<file path="config.mk">
export PLATFORM = sky130hd
export DESIGN_NAME = json_string_unescape_utf8
export DESIGN_NICKNAME = d
export VERILOG_FILES = /design/src/sv/jsu_pkg.sv /design/src/sv/json_string_unescape_utf8.sv /design/src/sv/jsu_front.sv /design/src/sv/jsu_queue.sv /design/src/sv/jsu_back.sv
export VERILOG_INCLUDE_DIRS = /design/src /design/src/sv
export SDC_FILE = /design/constraint.sdc
export NUM_CORES = 1
export LEC_CHECK = 0
export BUFFER_PORTS_ARGS = -buffer_cell sky130_fd_sc_hd__buf_2
export CAP_MARGIN = 20
export CELL_PAD_IN_SITES_DETAIL_PLACEMENT = 1
export CELL_PAD_IN_SITES_GLOBAL_PLACEMENT = 1
export CORE_ASPECT_RATIO = 1.25
export CORE_MARGIN = 2
export CORE_UTILIZATION = 44
export DETAILED_ROUTE_END_ITERATION = 10
export GPL_TIMING_DRIVEN = 1
export PLACE_DENSITY = 0.76
export SLEW_MARGIN = 20
export SYNTH_ARGS = -nofsm -noshare
export SYNTH_HDL_FRONTEND = slang
export SYNTH_HIERARCHICAL = 1
export SYNTH_SLANG_ARGS = --single-unit
</file>
<file path="constraint.sdc">
create_clock -name clk -period 2.96 [get_ports clk]
set_clock_uncertainty 0.05 [all_clocks]
set_input_delay 0.148 -clock clk [delete_from_list [all_inputs] [get_ports clk]]
set_output_delay 0.148 -clock clk [all_outputs]
set_load 0.1 [all_outputs]
</file>
<file path="src/sv/assert_macros.svh">
// ----------------------------------------------------------------------------
// assert_macros.svh
// Clocked assertion shorthands shared by the RTL files of the unescaper.
// ----------------------------------------------------------------------------
`ifndef ASSERT_MACROS_SVH
`define ASSERT_MACROS_SVH

// Property must hold at every rising edge outside reset
`define ASSERT_CLK(label, clk, rst_n, prop) \
    label: assert property (@(posedge clk) disable iff (!rst_n) prop) \
        else $error("assertion failed");

// Condition must never be seen at a rising edge outside reset
`define ASSERT_NEVER(label, clk, rst_n, cond) \
    label: assert property (@(posedge clk) disable iff (!rst_n) !(cond)) \
        else $error("forbidden condition seen");

`endif

</file>
<file path="src/sv/jsu_pkg.sv">
// ----------------------------------------------------------------------------
// jsu_pkg
// Shared types, codes and the UTF-8 encoder of the JSON string unescaper.
// ----------------------------------------------------------------------------
package jsu_pkg;

    // Depth of the queue between front and back
    localparam int QUEUE_DEPTH = 2;
    localparam int QUEUE_AW    = (QUEUE_DEPTH > 1) ? $clog2(QUEUE_DEPTH) : 1;
    localparam int QUEUE_CW    = $clog2(QUEUE_DEPTH + 1);

    // Character codes
    localparam logic [7:0] CH_QUOTE = 8'h22;
    localparam logic [7:0] CH_BSL   = 8'h5c;
    localparam logic [7:0] CH_SLASH = 8'h2f;
    localparam logic [7:0] CH_B     = 8'h62;
    localparam logic [7:0] CH_F     = 8'h66;
    localparam logic [7:0] CH_N     = 8'h6e;
    localparam logic [7:0] CH_R     = 8'h72;
    localparam logic [7:0] CH_T     = 8'h74;
    localparam logic [7:0] CH_U     = 8'h75;

    // Surrogate tags: top six bits of a 16-bit code unit
    localparam logic [5:0] SURR_HIGH_TAG = 6'b110110;
    localparam logic [5:0] SURR_LOW_TAG  = 6'b110111;
    localparam logic [20:0] SUPP_BASE    = 21'h10000;

    typedef enum logic [3:0] {
        PH_IDLE   = 4'd0,
        PH_BODY   = 4'd1,
        PH_ESC    = 4'd2,
        PH_HEX1   = 4'd3,
        PH_NEEDBS = 4'd4,
        PH_NEEDU  = 4'd5,
        PH_HEX2   = 4'd6
    } phase_t;

    typedef enum logic [1:0] {
        ST_BUSY  = 2'd0,
        ST_DONE  = 2'd1,
        ST_ERROR = 2'd2
    } status_t;

    typedef enum logic [3:0] {
        ERR_NONE      = 4'd0,
        ERR_NO_OPEN   = 4'd1,
        ERR_UNTERM    = 4'd2,
        ERR_CTRL      = 4'd3,
        ERR_OPEN_ESC  = 4'd4,
        ERR_BAD_ESC   = 4'd5,
        ERR_TRUNC_HEX = 4'd6,
        ERR_BAD_HEX   = 4'd7,
        ERR_LONE_HIGH = 4'd8,
        ERR_BAD_LOW   = 4'd9,
        ERR_LONE_LOW  = 4'd10
    } err_t;

    // Classified input word as handed from front to back
    typedef struct packed {
        logic       eod;
        logic [7:0] byte_val;
        logic       is_quote;
        logic       is_bsl;
        logic       is_ctrl;
        logic       is_u;
        logic       hex_ok;
        logic [3:0] hex_digit;
        logic       esc_ok;
        logic [7:0] esc_byte;
    } tok_t;

    typedef struct packed {
        logic [31:0] bytes;
        logic [2:0]  count;
    } utf8_t;

    // Encode a code point as one to four UTF-8 bytes, first byte lowest
    function automatic utf8_t utf8_pack(input logic [20:0] cp);
        utf8_t r;
        if (cp < 21'h80) begin
            r.bytes = {24'h0, cp[7:0]};
            r.count = 3'd1;
        end
        else if (cp < 21'h800) begin
            r.bytes = {16'h0, 2'b10, cp[5:0], 3'b110, cp[10:6]};
            r.count = 3'd2;
        end
        else if (cp < SUPP_BASE) begin
            r.bytes = {8'h0, 2'b10, cp[5:0], 2'b10, cp[11:6], 4'b1110, cp[15:12]};
            r.count = 3'd3;
        end
        else begin
            r.bytes = {2'b10, cp[5:0], 2'b10, cp[11:6], 2'b10, cp[17:12],
                       5'b11110, cp[20:18]};
            r.count = 3'd4;
        end
        return r;
    endfunction

endpackage

</file>
<file path="src/sv/json_string_unescape_utf8.sv">
// Path: an accepted word is stored in the queue, then decoded into the result register.
// Throughput: one input word per cycle while out_stall is low, one result word per input word.
// The rate is set by the escape state machine in the back end.
// While out_stall holds, the input stalls once the two-entry queue is full (three words held).
// Reset (rst_n low, asynchronous) empties the queue and the result register and
// returns the decoder to waiting for an opening quote.
// ----------------------------------------------------------------------------
// json_string_unescape_utf8
// JSON string literal decoder: classifier front, queue, UTF-8 emitting back end.
// ----------------------------------------------------------------------------
module json_string_unescape_utf8 (
    input  logic        clk,
    input  logic        rst_n,
    input  logic        in_valid,
    output logic        in_stall,
    input  logic [7:0]  in_byte,
    input  logic        end_of_data,
    output logic        out_valid,
    input  logic        out_stall,
    output logic [31:0] out_bytes,
    output logic [2:0]  out_count,
    output logic [1:0]  status,
    output logic [3:0]  error_code
);
    import jsu_pkg::*;

    logic push;
    logic pop;
    logic q_full;
    logic q_valid;
    tok_t push_tok;
    tok_t head_tok;

    // Classify incoming words
    jsu_front u_front (
        .in_valid    (in_valid),
        .in_stall    (in_stall),
        .in_byte     (in_byte),
        .end_of_data (end_of_data),
        .push        (push),
        .push_tok    (push_tok),
        .q_full      (q_full)
    );

    // Decouple front and back
    jsu_queue u_queue (
        .clk      (clk),
        .rst_n    (rst_n),
        .push     (push),
        .push_tok (push_tok),
        .full     (q_full),
        .pop      (pop),
        .q_valid  (q_valid),
        .head_tok (head_tok)
    );

    // Decode and emit results
    jsu_back u_back (
        .clk        (clk),
        .rst_n      (rst_n),
        .q_valid    (q_valid),
        .head_tok   (head_tok),
        .pop        (pop),
        .out_valid  (out_valid),
        .out_stall  (out_stall),
        .out_bytes  (out_bytes),
        .out_count  (out_count),
        .status     (status),
        .error_code (error_code)
    );

endmodule

</file>
<file path="src/sv/jsu_front.sv">
// ----------------------------------------------------------------------------
// jsu_front
// Accepts raw input words and classifies each byte for the decode back end.
// ----------------------------------------------------------------------------
module jsu_front (
    input  logic           in_valid,
    output logic           in_stall,
    input  logic [7:0]     in_byte,
    input  logic           end_of_data,
    output logic           push,
    output jsu_pkg::tok_t  push_tok,
    input  logic           q_full
);
    import jsu_pkg::*;

    tok_t tok;

    // Hold the input side while the queue is full
    assign in_stall = q_full;
    assign push     = in_valid && !q_full;
    assign push_tok = tok;

    // Classify the byte
    always_comb
    begin
        tok           = '0;
        tok.eod       = end_of_data;
        tok.byte_val  = in_byte;
        tok.is_quote  = (in_byte == CH_QUOTE);
        tok.is_bsl    = (in_byte == CH_BSL);
        tok.is_ctrl   = (in_byte < 8'h20);
        tok.is_u      = (in_byte == CH_U);
        if (in_byte >= 8'h30 && in_byte <= 8'h39)
        begin
            tok.hex_ok    = 1'b1;
            tok.hex_digit = in_byte[3:0];
        end
        else if ((in_byte >= 8'h61 && in_byte <= 8'h66) ||
                 (in_byte >= 8'h41 && in_byte <= 8'h46))
        begin
            tok.hex_ok    = 1'b1;
            tok.hex_digit = in_byte[3:0] + 4'd9;
        end
        // Single-character escapes
        tok.esc_ok = 1'b1;
        unique case (in_byte) inside
            CH_QUOTE, CH_BSL, CH_SLASH: tok.esc_byte = in_byte;
            CH_B:    tok.esc_byte = 8'h08;
            CH_F:    tok.esc_byte = 8'h0c;
            CH_N:    tok.esc_byte = 8'h0a;
            CH_R:    tok.esc_byte = 8'h0d;
            CH_T:    tok.esc_byte = 8'h09;
            default:
            begin
                tok.esc_ok   = 1'b0;
                tok.esc_byte = 8'h00;
            end
        endcase
    end

endmodule

</file>
<file path="src/sv/jsu_queue.sv">
// ----------------------------------------------------------------------------
// jsu_queue
// Short FIFO of classified words between the front and the back end.
// ----------------------------------------------------------------------------
`include "assert_macros.svh"

module jsu_queue (
    input  logic           clk,
    input  logic           rst_n,
    input  logic           push,
    input  jsu_pkg::tok_t  push_tok,
    output logic           full,
    input  logic           pop,
    output logic           q_valid,
    output jsu_pkg::tok_t  head_tok
);
    import jsu_pkg::*;

    tok_t                mem [QUEUE_DEPTH];
    logic [QUEUE_AW-1:0] wr_ptr_reg, wr_ptr_next;
    logic [QUEUE_AW-1:0] rd_ptr_reg, rd_ptr_next;
    logic [QUEUE_CW-1:0] count_reg, count_next;

    assign full     = (count_reg == QUEUE_CW'(QUEUE_DEPTH));
    assign q_valid  = (count_reg != '0);
    assign head_tok = mem[rd_ptr_reg];

    // Advance pointers with wrap and track fill level
    always_comb
    begin
        wr_ptr_next = wr_ptr_reg;
        rd_ptr_next = rd_ptr_reg;
        count_next  = count_reg;
        if (push)
            wr_ptr_next = (wr_ptr_reg == QUEUE_AW'(QUEUE_DEPTH - 1)) ? '0
                                                                     : wr_ptr_reg + 1'b1;
        if (pop)
            rd_ptr_next = (rd_ptr_reg == QUEUE_AW'(QUEUE_DEPTH - 1)) ? '0
                                                                     : rd_ptr_reg + 1'b1;
        if (push && !pop)
            count_next = count_reg + 1'b1;
        else if (pop && !push)
            count_next = count_reg - 1'b1;
    end

    always_ff @(posedge clk or negedge rst_n)
    begin
        if (!rst_n)
        begin
            wr_ptr_reg <= '0;
            rd_ptr_reg <= '0;
            count_reg  <= '0;
        end
        else
        begin
            wr_ptr_reg <= wr_ptr_next;
            rd_ptr_reg <= rd_ptr_next;
            count_reg  <= count_next;
        end
    end

    // Store words
    always_ff @(posedge clk)
    begin
        if (push)
            mem[wr_ptr_reg] <= push_tok;
    end

    `ASSERT_NEVER(a_queue_count_bound, clk, rst_n, count_reg > QUEUE_CW'(QUEUE_DEPTH))

endmodule

</file>
<file path="src/sv/jsu_back.sv">
// ----------------------------------------------------------------------------
// jsu_back
// Escape state machine, surrogate joining, UTF-8 packing and result register.
// ----------------------------------------------------------------------------
`include "assert_macros.svh"

module jsu_back (
    input  logic           clk,
    input  logic           rst_n,
    input  logic           q_valid,
    input  jsu_pkg::tok_t  head_tok,
    output logic           pop,
    output logic           out_valid,
    input  logic           out_stall,
    output logic [31:0]    out_bytes,
    output logic [2:0]     out_count,
    output logic [1:0]     status,
    output logic [3:0]     error_code
);
    import jsu_pkg::*;

    phase_t      phase_reg, phase_next;
    logic [15:0] accum_reg, accum_next;
    logic [1:0]  digits_reg, digits_next;
    logic [9:0]  high_reg, high_next;

    logic        out_valid_reg;
    logic [31:0] out_bytes_reg;
    logic [2:0]  out_count_reg;
    status_t     status_reg;
    err_t        err_reg;

    err_t        step_err;
    status_t     step_status;
    utf8_t       step_data;
    logic [15:0] accum_shift;
    logic        last_digit;
    logic [20:0] pair_cp;

    // Take the next word when the result register is free or being drained
    assign pop = q_valid && (!out_valid_reg || !out_stall);

    assign accum_shift = {accum_reg[11:0], head_tok.hex_digit};
    assign last_digit  = (digits_reg == 2'd3);
    assign pair_cp     = SUPP_BASE + {1'b0, high_reg, accum_shift[9:0]};

    // Result and data path for the word at the queue head
    always_comb
    begin
        step_err    = ERR_NONE;
        step_status = ST_BUSY;
        step_data   = '0;
        accum_next  = accum_reg;
        digits_next = digits_reg;
        high_next   = high_reg;
        unique case (phase_reg) inside
            PH_BODY:
            begin
                if (head_tok.eod)
                    step_err = ERR_UNTERM;
                else if (head_tok.is_quote)
                    step_status = ST_DONE;
                else if (head_tok.is_ctrl)
                    step_err = ERR_CTRL;
                else if (!head_tok.is_bsl)
                begin
                    step_data.bytes = {24'h0, head_tok.byte_val};
                    step_data.count = 3'd1;
                end
            end
            PH_ESC:
            begin
                if (head_tok.eod)
                    step_err = ERR_OPEN_ESC;
                else if (head_tok.esc_ok)
                begin
                    step_data.bytes = {24'h0, head_tok.esc_byte};
                    step_data.count = 3'd1;
                end
                else if (head_tok.is_u)
                begin
                    accum_next  = '0;
                    digits_next = '0;
                end
                else
                    step_err = ERR_BAD_ESC;
            end
            PH_HEX1, PH_HEX2:
            begin
                if (head_tok.eod)
                    step_err = ERR_TRUNC_HEX;
                else if (!head_tok.hex_ok)
                    step_err = ERR_BAD_HEX;
                else
                begin
                    accum_next  = accum_shift;
                    digits_next = digits_reg + 1'b1;
                    if (last_digit)
                    begin
                        if (phase_reg == PH_HEX1)
                        begin
                            if (accum_shift[15:10] == SURR_HIGH_TAG)
                                high_next = accum_shift[9:0];
                            else if (accum_shift[15:10] == SURR_LOW_TAG)
                                step_err = ERR_LONE_LOW;
                            else
                                step_data = utf8_pack({5'b0, accum_shift});
                        end
                        else if (accum_shift[15:10] != SURR_LOW_TAG)
                            step_err = ERR_BAD_LOW;
                        else
                            step_data = utf8_pack(pair_cp);
                    end
                end
            end
            PH_NEEDBS:
            begin
                if (head_tok.eod || !head_tok.is_bsl)
                    step_err = ERR_LONE_HIGH;
            end
            PH_NEEDU:
            begin
                if (head_tok.eod || !head_tok.is_u)
                    step_err = ERR_LONE_HIGH;
                else
                begin
                    accum_next  = '0;
                    digits_next = '0;
                end
            end
            default:
            begin
                if (head_tok.eod || !head_tok.is_quote)
                    step_err = ERR_NO_OPEN;
            end
        endcase
        // Drop everything on an error
        if (step_err != ERR_NONE)
        begin
            step_status = ST_ERROR;
            step_data   = '0;
            accum_next  = '0;
            digits_next = '0;
            high_next   = '0;
        end
    end

    // Next phase
    always_comb
    begin
        phase_next = phase_reg;
        unique case (phase_reg)
            PH_BODY:
            begin
                if (head_tok.is_quote)
                    phase_next = PH_IDLE;
                else if (head_tok.is_bsl)
                    phase_next = PH_ESC;
            end
            PH_ESC:
            begin
                phase_next = head_tok.is_u ? PH_HEX1 : PH_BODY;
            end
            PH_HEX1:
            begin
                if (last_digit)
                    phase_next = (accum_shift[15:10] == SURR_HIGH_TAG) ? PH_NEEDBS : PH_BODY;
            end
            PH_HEX2:
            begin
                if (last_digit)
                    phase_next = PH_BODY;
            end
            PH_NEEDBS: phase_next = PH_NEEDU;
            PH_NEEDU:  phase_next = PH_HEX2;
            default:   phase_next = PH_BODY;
        endcase
        if (step_err != ERR_NONE)
            phase_next = PH_IDLE;
    end

    // Decode state
    always_ff @(posedge clk or negedge rst_n)
    begin
        if (!rst_n)
        begin
            phase_reg  <= PH_IDLE;
            accum_reg  <= '0;
            digits_reg <= '0;
            high_reg   <= '0;
        end
        else if (pop)
        begin
            phase_reg  <= phase_next;
            accum_reg  <= accum_next;
            digits_reg <= digits_next;
            high_reg   <= high_next;
        end
    end

    // Result register valid flag
    always_ff @(posedge clk or negedge rst_n)
    begin
        if (!rst_n)
            out_valid_reg <= 1'b0;
        else if (pop)
            out_valid_reg <= 1'b1;
        else if (!out_stall)
            out_valid_reg <= 1'b0;
    end

    // Result register payload
    always_ff @(posedge clk)
    begin
        if (pop)
        begin
            out_bytes_reg <= step_data.bytes;
            out_count_reg <= step_data.count;
            status_reg    <= step_status;
            err_reg       <= step_err;
        end
    end

    assign out_valid  = out_valid_reg;
    assign out_bytes  = out_bytes_reg;
    assign out_count  = out_count_reg;
    assign status     = status_reg;
    assign error_code = err_reg;

    `ASSERT_CLK(a_err_matches_status, clk, rst_n,
                out_valid_reg |-> ((status_reg == ST_ERROR) == (err_reg != ERR_NONE)))
    `ASSERT_NEVER(a_empty_result_zero, clk, rst_n,
                  out_valid_reg && (out_count_reg == 3'd0) && (out_bytes_reg != 32'h0))
    `ASSERT_CLK(a_error_to_idle, clk, rst_n,
                (pop && (step_err != ERR_NONE)) |=> (phase_reg == PH_IDLE))

endmodule
</file>
Yosys cells after proc, flatten, opt, wreduce, memory -nomap -nowiden:

Memories as Yosys holds them, arrays and structs flattened.
Cells that the tools add are included.

* add/subtract/negate cells: 7
* multipliers: 0
* div/mod/pow operators: 0
* $lt $le $gt $ge: 12
* eq/ne operators: 31
* shifts and indexed selects: 0
* multiplexer cells: 82
* bitwise gates (word level): 1
* reductions and logical operators: 36

Operators by type and width (number)
* 35-bit two-way mux: 12
* 35-bit case mux with 3 select lines: 1
* 12-bit two-way mux: 7
* 10-bit two-way mux: 7
* 4-bit two-way mux: 16
* 8-bit by 7-bit == test with 1-bit output, second input constant: 7
* 27-bit two-way mux: 2
* 8-bit case mux with 6 select lines: 1
* 11-bit two-way mux: 4
* 12-bit case mux with 3 select lines: 1
* 2-bit two-way mux: 13
* 4-bit case mux with 6 select lines: 1
* 17-bit by 20-bit adder with 21-bit output, first input constant: 1
* 21-bit by 12-bit less-than comparator with 1-bit output, second input constant: 1
* 21-bit by 17-bit less-than comparator with 1-bit output, second input constant: 1
* 21-bit by 8-bit less-than comparator with 1-bit output, second input constant: 1
* 4-bit case mux with 5 select lines: 1
* 8-bit by 6-bit == test with 1-bit output, second input constant: 2
* 8-bit by 7-bit greater-or-equal comparator with 1-bit output, second input constant: 2
* 8-bit by 7-bit less-or-equal comparator with 1-bit output, second input constant: 2
* 16-bit by 12-bit less-than comparator with 1-bit output, second input constant: 1
* 16-bit by 8-bit less-than comparator with 1-bit output, second input constant: 1
* 2-bit nonzero test: 7
* 4-bit by 3-bit == test with 1-bit output, second input constant: 3
* other kinds (33): 74

* register bits after elaboration: 74
* latch bits: 0
* memory bits (writable): 54
* memory bits (read-only): 0
* input port bits: 13
* output and inout port bits: 43
* word-level logic and storage cells: 183
* memories kept: 1

Memory list
* u_queue.mem: words 2, width 27, read ports 1, clocked after memory_dff 0, write ports 1, RTL line jsu_queue.sv:19 `tok_t mem [QUEUE_DEPTH];`

Longest topological paths before layout:

An unclocked memory read counts as a cell.

* word-level depth: 12
* mapped depth: 11
* depth with buffers taken out: 8

By module:

Netlist, hierarchy kept.

Modules (own cells, without submodules)
* jsu_back: instances 1, cells an instance 377, area an instance 3812.4 sq um, sequential area each 1811.7 sq um
* jsu_queue: instances 1, cells an instance 100, area an instance 2237.1 sq um, sequential area each 1721.7 sq um
* jsu_front: instances 1, cells an instance 71, area an instance 526.8 sq um, sequential area each 0.0 sq um

Worst setup path before layout:

No wires, ideal clock.

* kind: flip-flop to flip-flop
* from: reg u_back.out_valid_reg (netlist: u_back/out_valid)
* to: reg u_back.accum_reg[5]
* library setup time: 0.066 ns
* arrival: 2.805 ns
* data required time: 2.844 ns
* path slack: 0.038 ns
* stages on the path, launching flop included: 8
* buffers on the path: 1
* period minus slack after synthesis: 2.922 ns
* path through: dfrtp_1 nand2_1 nand2_1 inv_1 nand4_1 nor3_1 buf_2 a22o_1

* cells in the longest elaborated chain, start to end: 4

Ends and longest elaborated chain
* start: declaration: RTL line jsu_back.sv:27 `logic out_valid_reg;`
* start signal: assignment: RTL line jsu_back.sv:205 `out_valid_reg <= 1'b0;`
* start signal: assignment: RTL line jsu_back.sv:207 `out_valid_reg <= 1'b1;`
* start signal: assignment: RTL line jsu_back.sv:209 `out_valid_reg <= 1'b0;`
* 1-bit logical NOT: RTL line jsu_back.sv:41 `assign pop = q_valid && (!out_valid_reg || !out_stall);`
* 1-bit logical OR: RTL line jsu_back.sv:41
* 1-bit logical AND: RTL line jsu_back.sv:41
* via pop: RTL line json_string_unescape_utf8.sv:28 `logic pop;`
* 8-bit AND reduction (no source line)
* end signal: assignment: RTL line jsu_back.sv:195 `accum_reg <= accum_next;`
* end: declaration: RTL line jsu_back.sv:23 `logic [15:0] accum_reg, accum_next;`

The timed path passes the listed nets, and every way through them passes these cells.
A chain may end at the register's enable or synchronous reset.

==> results.md <==
- Pin count of the biggest net entering global routing: 36
- Minimum clock period: 2.850 ns
- Max-cap violation count: 0
- Die Ht: 140.7 um
- Crit path max fanout: 8
- Non-filler cells, final: ~800
- Final setup viols: 0
- Starting Density: 45.26%
- Worst-Margin Slew: roughly 0.82 ns
- Sequential share of power: 31.2%
- Die Width: roughly 110 um
- Relative slew slack: 44.83%
- Fin Setup TNS: 0 ns
- EDFF count, synth: 91
- Net Switching: 0.003607 W
- CP Capture Type: register
- DRT antenna net count: 0
- Setup bufs post-CTS: 0
- Synth cell types: 85
- Cell family with most CP delay: simple AND/OR/NAND/NOR gates
- Core Box Area: roughly 0.015 sq mm
- Synth Warn #: 6
- Sw Ratio: between 40% and 50%
- Vias in the first global route: 5,199
- Clock root buffer master: clkbuf_16
- DR DRC count: 0
- Antenna cells: 0
- Clock network power share: about a quarter
- IO Pins: 56
- Maximum buffer depth of the clock tree: 2
- CP Launch Type: register
- Most frequent cells in the layout: 91 x edfxtp_1, 52 x buf_2, 33 x nand2_1
- Yosys reg bits: 123
- Sequential area share after synthesis: 53.73%
- Sequence of cells on the critical path: buf_4 > mux2_4 > nor2b_1 > a32o_2 > nand4bb_1 > or2_1 > or4_4 > nor2_2
- Main synth FF type: edfxtp_1
- Routed met2 length: 9339 um
- Largest area contributor in the netlist: edfxtp_1
- R2R setup slack: 0.11 ns
- Worst path arrival time: 3.08 ns
- Top-area cell type share of the netlist area: 41.55%
- Placed cells: 760
- Cells after synthesis: 548
- FMAX: 350.9 MHz
- Post-DR wirelength/cell: 22.28 um
- RSZ-0062 raised after global routing: false
- WL met1: 6907 um
- CTS H-tree lvls: 4
- Routability cong.: between 0.9 and 1
- Max incr delay on CP: 0.62 ns
- Routed vias: 4,826
- Combinational share of power: 42.8%
- TritonCTS buffer count: 17
- Top cells by area, synth: edfxtp_1 42%, dfrtp_1 12%, mux2_4 4.3%
- CP max stage cell: or4_4
- Uppermost routed layer: met4
- Sink Count: 123
- CTS tree: yes
- # nets final: approximately 630
- Via density: 6.055
- Worst-path clk slew: 0.06 ns
- Final HPWL DP: ~12,000 um
- DRT Wirelength: roughly 18,000 um
- GRT Total Usage: 23.18%
- Routed length on met3: 761 um
- Hold Vio Cnt, Final: 0
- Commonest non-fill, non-tap cell in the layout: edfxtp_1
- Hold Path Class: in2reg
- Port Buffers: 52
- Critical path buffers and inverters: 1
- Synth async-reset ratio: 26.02%
- Leak pwr: just over 3 nW
- Final period util: 96.29%
- CP required: 3.19 ns
- Max Slew Vio Count: 0
- Total die area: 0.01595 sq mm
- Worst-Skew Late Latency: around 0.43 ns
- VDD IR-drop max: 0.5515 mV
- Grt total ovfl: 0
- Initial DRC count: 325
- Pre-Repair DR Iteration Count: 5
- Initial antenna violation count: 0
- Layout cell share with drive strength beyond 1: 27.30%
- First-pass GRT wire length: 28,490 um
- Internal power: 0.004406 W
- Status: finished clean
- Row cnt: 49
- Kind of critical path: reg2reg
- Cell Area, Synth: between 0.006 and 0.007 sq mm
- Mapped Avg Cell Area: approximately 12 sq um
- Max reg flops: between 50 and 60
- Power density cells: between 1000 and 1500 mW/mm^2
- Syn-to-layout area delta: 16.21%
[path summary, 6_finish.rpt]
path	to	startpoint	cells past startpoint
worst min register to register	u_queue/count_reg[1]	u_queue/count_reg[1]	1
max in group asynchronous	u_back/accum_reg[7]	rst_n	2
worst min-delay path	u_queue/mem[1][23]	in_byte[5]	1
min in group asynchronous	u_queue/count_reg[0]	rst_n	2
worst max register to register	u_back/out_bytes[16]	u_queue/rd_ptr_reg	8
worst max-delay path	u_back/out_bytes[16]	u_queue/rd_ptr_reg	8
[per-stage QoR]
stage	cell area (sq um)	power (W)	hold WS, ns	util (%)	setup slack, ns
floorplan	6584	0.005317	-0.1976	-	0.03833
global placement	6989	0.005832	0.1994	48.10	0.1001
detailed placement	6989	0.005927	0.2094	48.10	0.003445
CTS	7642	0.008064	0.0006914	52.60	0.09726
global route	7642	0.008298	0.02198	52.60	0.01958
finish	7642	0.008013	0.01276	52.60	0.1098
[power groups by stage]
stage | Sequential, W | Clock [W] | Combinational, W
2_1_floorplan | 0.00393 | 0 | 0.00138
3_3_place_gp | 0.00250 | 0 | 0.00333
3_5_place_dp | 0.00253 | 0 | 0.00339
4_1_cts | 0.00251 | 0.00212 | 0.00344
5_1_grt | 0.00254 | 0.00218 | 0.00358
6_report | 0.00250 | 0.00209 | 0.00343
[cell usage after synthesis, types with 4 or more instances]
library cell / number
a21oi_1: 24
a22o_1: 28
a22oi_1: 13
a311oi_1: 4
and2_1: 12
buf_2: 6
buf_4: 15
clkbuf_1: 20
dfrtp_1: 32
edfxtp_1: 91
ha_1: 8
inv_1: 15
mux2_2: 11
mux2_4: 19
mux2i_1: 4
nand2_1: 33
nand2b_1: 7
nand3_1: 9
nand3b_1: 7
nand4b_1: 4
nor2_1: 25
nor2_2: 6
nor2b_1: 10
nor3_1: 15
nor3b_1: 4
nor4_1: 7
o21ai_0: 15
o21ai_1: 7
o21bai_1: 4
or3_1: 8
xor2_1: 5
[layout make-up]
type | instances | area [sq um]
clock inverters | 15 | 165.2
flip-flops and latches | 123 | 3533
inverters | 16 | 60.06
fillers | 1513 | 6888
well taps | 178 | 222.7
multi-input cells | 363 | 2703
repair buffers | 85 | 533.0
clock buffers | 17 | 425.4
[metal layers]
metal / vias up / GRT usage (%)
li1: 2182 / -
met1: 2395 / 26.72
met2: 193 / 40.75
met3: 56 / 3.611
met4: 0 / 13.22
met5: - / 0
[kinds of logic after synthesis]
family / share of synthesized area, %
and+or+nand+nor: 15.32
AOI/OAI and AO/OA: 15.87
DFF: 53.73
buffers and inverters: 5.517
muxes: 7.001
adders and majority gates: 1.522
xor gates and xnor gates: 0.9323
other: 0.1142
[what timing repair did]
action,in CTS,in global routing
endpoints found under the setup margin,6,0
gates resized for setup,2,0
hold endpoints to repair,39,0
hold buffers,5,0
Power figures use the tool's default switching activity.
